--- src/sv/wrdec_pkg.sv ---
`default_nettype none
// ----------------------------------------------------------------------------
// wrdec_pkg: shared types and codes of the receptor conductance block
// Message codes, register indexes, sequencer states and the request
// that drives the shared Q16.16 multiplier.
// ----------------------------------------------------------------------------
package wrdec_pkg;

  // Message kinds carried in the input tuser field.
  typedef enum logic [2:0] {
    OP_POTENTIAL  = 3'd0,
    OP_ODOR       = 3'd1,
    OP_MODULATION = 3'd2,
    OP_STEP       = 3'd3,
    OP_LOAD       = 3'd4
  } op_t;

  // Configuration register indexes.
  typedef enum logic [2:0] {
    REG_X_GAIN     = 3'd0,
    REG_X_DECAY    = 3'd1,
    REG_Y_GAIN     = 3'd2,
    REG_Y_DECAY    = 3'd3,
    REG_PEAK_NORM  = 3'd4,
    REG_REVERSAL   = 3'd5,
    REG_TABLE_SIZE = 3'd6
  } reg_idx_t;

  // Sequencer states.
  typedef enum logic [3:0] {
    S_CLEAR,
    S_IDLE,
    S_ODOR_MUL,
    S_ODOR_WAIT,
    S_ODOR_ACC,
    S_STEP_ISSUE,
    S_STEP_WAIT,
    S_SKIP
  } state_t;

  // Micro-steps of one filter time step.
  typedef enum logic [3:0] {
    U_ACT_MOD = 4'd0,
    U_DRIVE   = 4'd1,
    U_X_DECAY = 4'd2,
    U_Y_GAIN  = 4'd3,
    U_Y_DECAY = 4'd4,
    U_Y_SUM   = 4'd5,
    U_NORM    = 4'd6,
    U_CURRENT = 4'd7,
    U_FINAL   = 4'd8
  } uop_t;

  // Request to the shared multiplier.
  typedef struct packed {
    logic               start;
    logic signed [31:0] a;
    logic signed [31:0] b;
  } mul_req_t;

endpackage
`default_nettype wire

--- src/sv/wrdec_qmul.sv ---
`default_nettype none
// ----------------------------------------------------------------------------
// wrdec_qmul: shared Q16.16 multiplier
// Two-stage unit: the exact 64-bit product is registered, then rounded
// (add one half, floor shift by 16), saturated to 32 bits and registered.
// ----------------------------------------------------------------------------
module wrdec_qmul (
  input  wire logic                clk,
  input  wire logic                rst_n,
  input  wire wrdec_pkg::mul_req_t req,
  output logic signed [31:0]       q
);
  import wrdec_pkg::*;

  logic signed [63:0] prod_r;
  logic               prod_vld_r;
  logic signed [63:0] rnd;
  logic signed [31:0] q_r;
  logic signed [31:0] q_nxt;

  // Product stage, loaded only when a request starts.
  always_ff @(posedge clk) begin
    if (!rst_n) begin
      prod_vld_r <= 1'b0;
    end else begin
      prod_vld_r <= req.start;
    end
    if (req.start) begin
      prod_r <= 64'(req.a) * 64'(req.b);
    end
  end

  // Rounding and saturation of the registered product.
  always_comb begin
    rnd = prod_r + 64'sd32768;
    if ((rnd[63:47] != {17{1'b0}}) && (rnd[63:47] != {17{1'b1}})) begin
      q_nxt = rnd[63] ? 32'sh8000_0000 : 32'sh7fff_ffff;
    end else begin
      q_nxt = rnd[47:16];
    end
  end

  // The result holds until the next product arrives.
  always_ff @(posedge clk) begin
    if (prod_vld_r) begin
      q_r <= q_nxt;
    end
  end

  assign q = q_r;

endmodule
`default_nettype wire

--- config.mk ---
export PLATFORM = sky130hd
export DESIGN_NAME = wrdec_qmul
export DESIGN_NICKNAME = d
export VERILOG_FILES = /design/src/sv/wrdec_pkg.sv /design/src/sv/wrdec_qmul.sv
export SDC_FILE = /design/constraint.sdc
export NUM_CORES = 2
export LEC_CHECK = 0
export BUFFER_PORTS_ARGS = -buffer_cell sky130_fd_sc_hd__buf_4
export CAP_MARGIN = 10
export CORE_ASPECT_RATIO = 2
export CORE_UTILIZATION = 65
export CTS_CLUSTER_DIAMETER = 200
export DETAILED_ROUTE_END_ITERATION = 8
export PLACE_DENSITY_LB_ADDON = 0.15
export SLEW_MARGIN = 20
export SYNTH_ARGS = -nofsm -noshare
export SYNTH_HDL_FRONTEND = slang
export SYNTH_SLANG_ARGS = --single-unit
--- constraint.sdc ---
create_clock -name clk -period 9.5 [get_ports clk]
set_input_delay 0 -clock clk [delete_from_list [all_inputs] [get_ports clk]]
set_output_delay 0 -clock clk [all_outputs]
set_load 0.01 [all_outputs]
==> results by group <==
Synth
  • Post-Synthesis Cells: 4160
  • Xor/xnor cell area share of the yosys netlist: 0.0208
  • Post-synthesis compound-gate area fraction: 0.0382
  • Post-Syn Area: 0.0399 mm²
  • Syn_nets: 5489
  • Largest family of logic cells by synthesized area: adder cells
  • Post-synthesis mux area share: 0.000251
  • Synth Flop Type: edfxtp_1
  • Synth warn: 0
  • Adder-cell share of the synthesized area: 0.599
  • Synth Area per Inst: 9.60 µm²
  • Number of synthesized flops with an enable pin: 81
  • Post-synth cell types: 78
  • Simple-gate share of the synthesized area: 0.166
  • Seq/Total Area, Yosys: 0.0614
  • Post-synth ARST share: 0
  • FF+latch count, synth: 82

STA
  • Tcrit/Tclk final: 0.861
  • Final Critical Period: 8180 ps
  • Worst slew margin: 0.269
  • Final setup vio count: 0
  • Hold Fails Final Rpt: 0
  • Least-Margin Pin Slew: 1090 ps
  • Fmax: 122 MHz
  • Final Slew Violations: 0
  • Final Skew: 9.18 ps
  • Total Neg Setup Slack: 0 ps
  • RSZ-0062 raised after global routing: false

Clocking
  • CTS max path bufs: 2
  • CTS tree: yes
  • CTS Buf Count: 9
  • H-tree level count: 3
  • Clock-pin transition on the worst setup and hold timing paths: 70 ps
  • Root buffer cell: clkbuf_16
  • Skew-Pair Late Insertion Delay: 340 ps
  • Clock Sinks: 82

Detailed routing
  • DR pass1 iterations: 5
  • Final ANT Viol Nets: 0
  • Drt total wl: 112 mm
  • DR DRC count: 0
  • WL/cell: 23.1 µm
  • Vias per cell: 5.95
  • DRT iter0 DRCs: 1833
  • Via count: 28828

Floorplanning
  • Die Wd: 177 µm
  • Starting Density: 0.656
  • Core Rows: 128
  • Top Ports: 99
  • Core Footprint: 0.0609 mm²
  • Die area: 0.0625 mm²
  • Die height: 352 µm

Setup path
  • CP Capture Type: flop
  • CP startpoint kind: input port
  • Largest fanout on the critical path: 32
  • CP Class: in -> reg
  • Worst Path Arrival: 8260 ps
  • Worst r2r src: prod_r[26]$_DFFE_PP_
  • Worst setup path start: req[2]
  • Crit path required time: 9580 ps

Final layout
  • Non-Filler Instances: 4843
  • Register Area: 0.00245 mm²
  • Most frequent cells in the layout: 1081 x fa_1, 985 x inv_1, 533 x nand2_1, 521 x and2_1, 181 x ha_1
  • Fillers: 4954
  • Leading cell type in the layout, fill and taps excluded: fa_1
  • P&R area growth vs syn: 3.01%
  • Nets: 5386
  • Proportion of layout cells with a drive suffix above 1: 0.0391
  • Area of the multi-input gates: 0.0329 mm²

Flow run
  • Max Cap Viol: 0

Place
  • Port buffer count: 98
  • HPWL Detailed: 89.5 mm
  • Final GP Congestion: 0.942
  • Cell count after placement: 4825

Global routing
  • Largest net degree at the start of global routing: 51
  • Vias in the first global route: 32214
  • Global-route wire length before repair: 175 mm
  • Grt ovf: 0
  • Tot GR Track Use: 0.382
  • Initial antenna violation count: 2

Outcome
  • Status: finished clean

Hold path
  • Hold path start: req[64]
  • Worst hold path class: in -> reg
sequential cells by signal, summed over array words and instances, names as in the netlist:
| signal | cells |
|---|---|
| prod_vld_r | 1 |
| prod_r | 49 |
| q | 32 |
routing by layer:
metal  up-vias  GRT usage  wire length [µm]
met2      1293      0.679             60300
met3       646     0.0576              6480
met5         -          0                 0
met1     14970      0.359             31000
li1      11919          -                 -
met4         0      0.379             14200
cell usage after synthesis (all sizes together) (3+ instances only):
master | instances | area (µm²)
nor3 | 18 | 134
a21o | 23 | 173
or3 | 4 | 27.5
or2 | 5 | 31.3
o21bai | 5 | 37.5
nor2 | 74 | 278
fa | 1081 | 21600
and4 | 7 | 61.3
o31ai | 6 | 58.8
a31o | 3 | 26.3
a211oi | 8 | 65.1
nor4b | 4 | 41.3
o22ai | 5 | 37.5
clkbuf | 207 | 778
nand4 | 24 | 171
o211a | 3 | 30.0
nand2 | 533 | 2000
nor4 | 23 | 150
and2 | 521 | 3260
xor2 | 40 | 350
a311oi | 3 | 26.3
o211ai | 7 | 57.6
xnor2 | 55 | 482
buf | 9 | 73.8
nand3 | 43 | 215
a21boi | 3 | 22.5
ha | 181 | 2260
o21ai | 61 | 343
inv | 985 | 3700
a21oi | 48 | 244
and3 | 13 | 81.3
a31oi | 14 | 87.6
o21a | 8 | 60.1
nand2b | 13 | 81.3
a41oi | 6 | 52.6
edfxtp | 81 | 2430
cell families after synthesis:
kind of cell               after synthesis
AOI/OAI and AO/OA                      224
xor gates and xnor gates                95
adders and majority gates             1262
buffers and inverters                 1202
DFF                                     82
muxes                                    1
and+or+nand+nor                       1294
stage by stage:
step | util | setup slack (ps) | instance area, µm² | hold slack, ps
3_5_place_dp | 0.670 | 980 | 40800 | 220
3_3_place_gp | 0.670 | 1180 | 40800 | 216
2_1_floorplan | - | 1750 | 39900 | 112
5_1_grt | 0.676 | 840 | 41100 | 222
6_report | 0.676 | 1320 | 41100 | 196
4_1_cts | 0.676 | 1330 | 41100 | 217
path summary, 6_finish.rpt:
check,endpoint,slack (ps),cells after the start
worst min register to register,q[30]$_DFFE_PP_,730,2
worst min-delay path,prod_r[63]$_DFFE_PP_,200,1
worst max-delay path,prod_r[57]$_DFFE_PP_,1320,23
worst max register to register,q[1]$_DFFE_PP_,5650,7
critical path: stages:
cell	delay, ps
buf_4	330
nand2_1	150
inv_1	150
fa_1	460
fa_1	490
fa_1	780
fa_1	1070
inv_1	370
fa_1	570
inv_1	60
fa_1	530
inv_1	60
fa_1	490
inv_1	60
fa_1	460
ha_1	380
a21o_1	230
a21o_1	170
a21o_1	180
or4b_2	620
o22a_1	220
a211oi_1	290
xnor2_1	100
cell type report:
cell class,count,area share
Antenna cell,1,0.0000609
Clock inverter,7,0.00201
Multi-Input combinational cell,2876,0.800
Sequential cell,82,0.0596
Inverter,985,0.0899
Clock buffer,9,0.00548
Timing Repair Buffer,103,0.0189
Tap cell,780,0.0237
repair_timing:
| item | CTS | global route |
|---|---|---|
| hold buffers | 1 | 0 |
| endpoints found under the setup margin | 0 | 0 |
| gates resized for setup | 0 | 0 |
| buffers inserted | 0 | 0 |
| hold endpoints to repair | 1 | 0 |
Power is left out: the tool's default activity adds up to more than one toggle a clock period on the data nets, which glitch-free logic cannot reach.
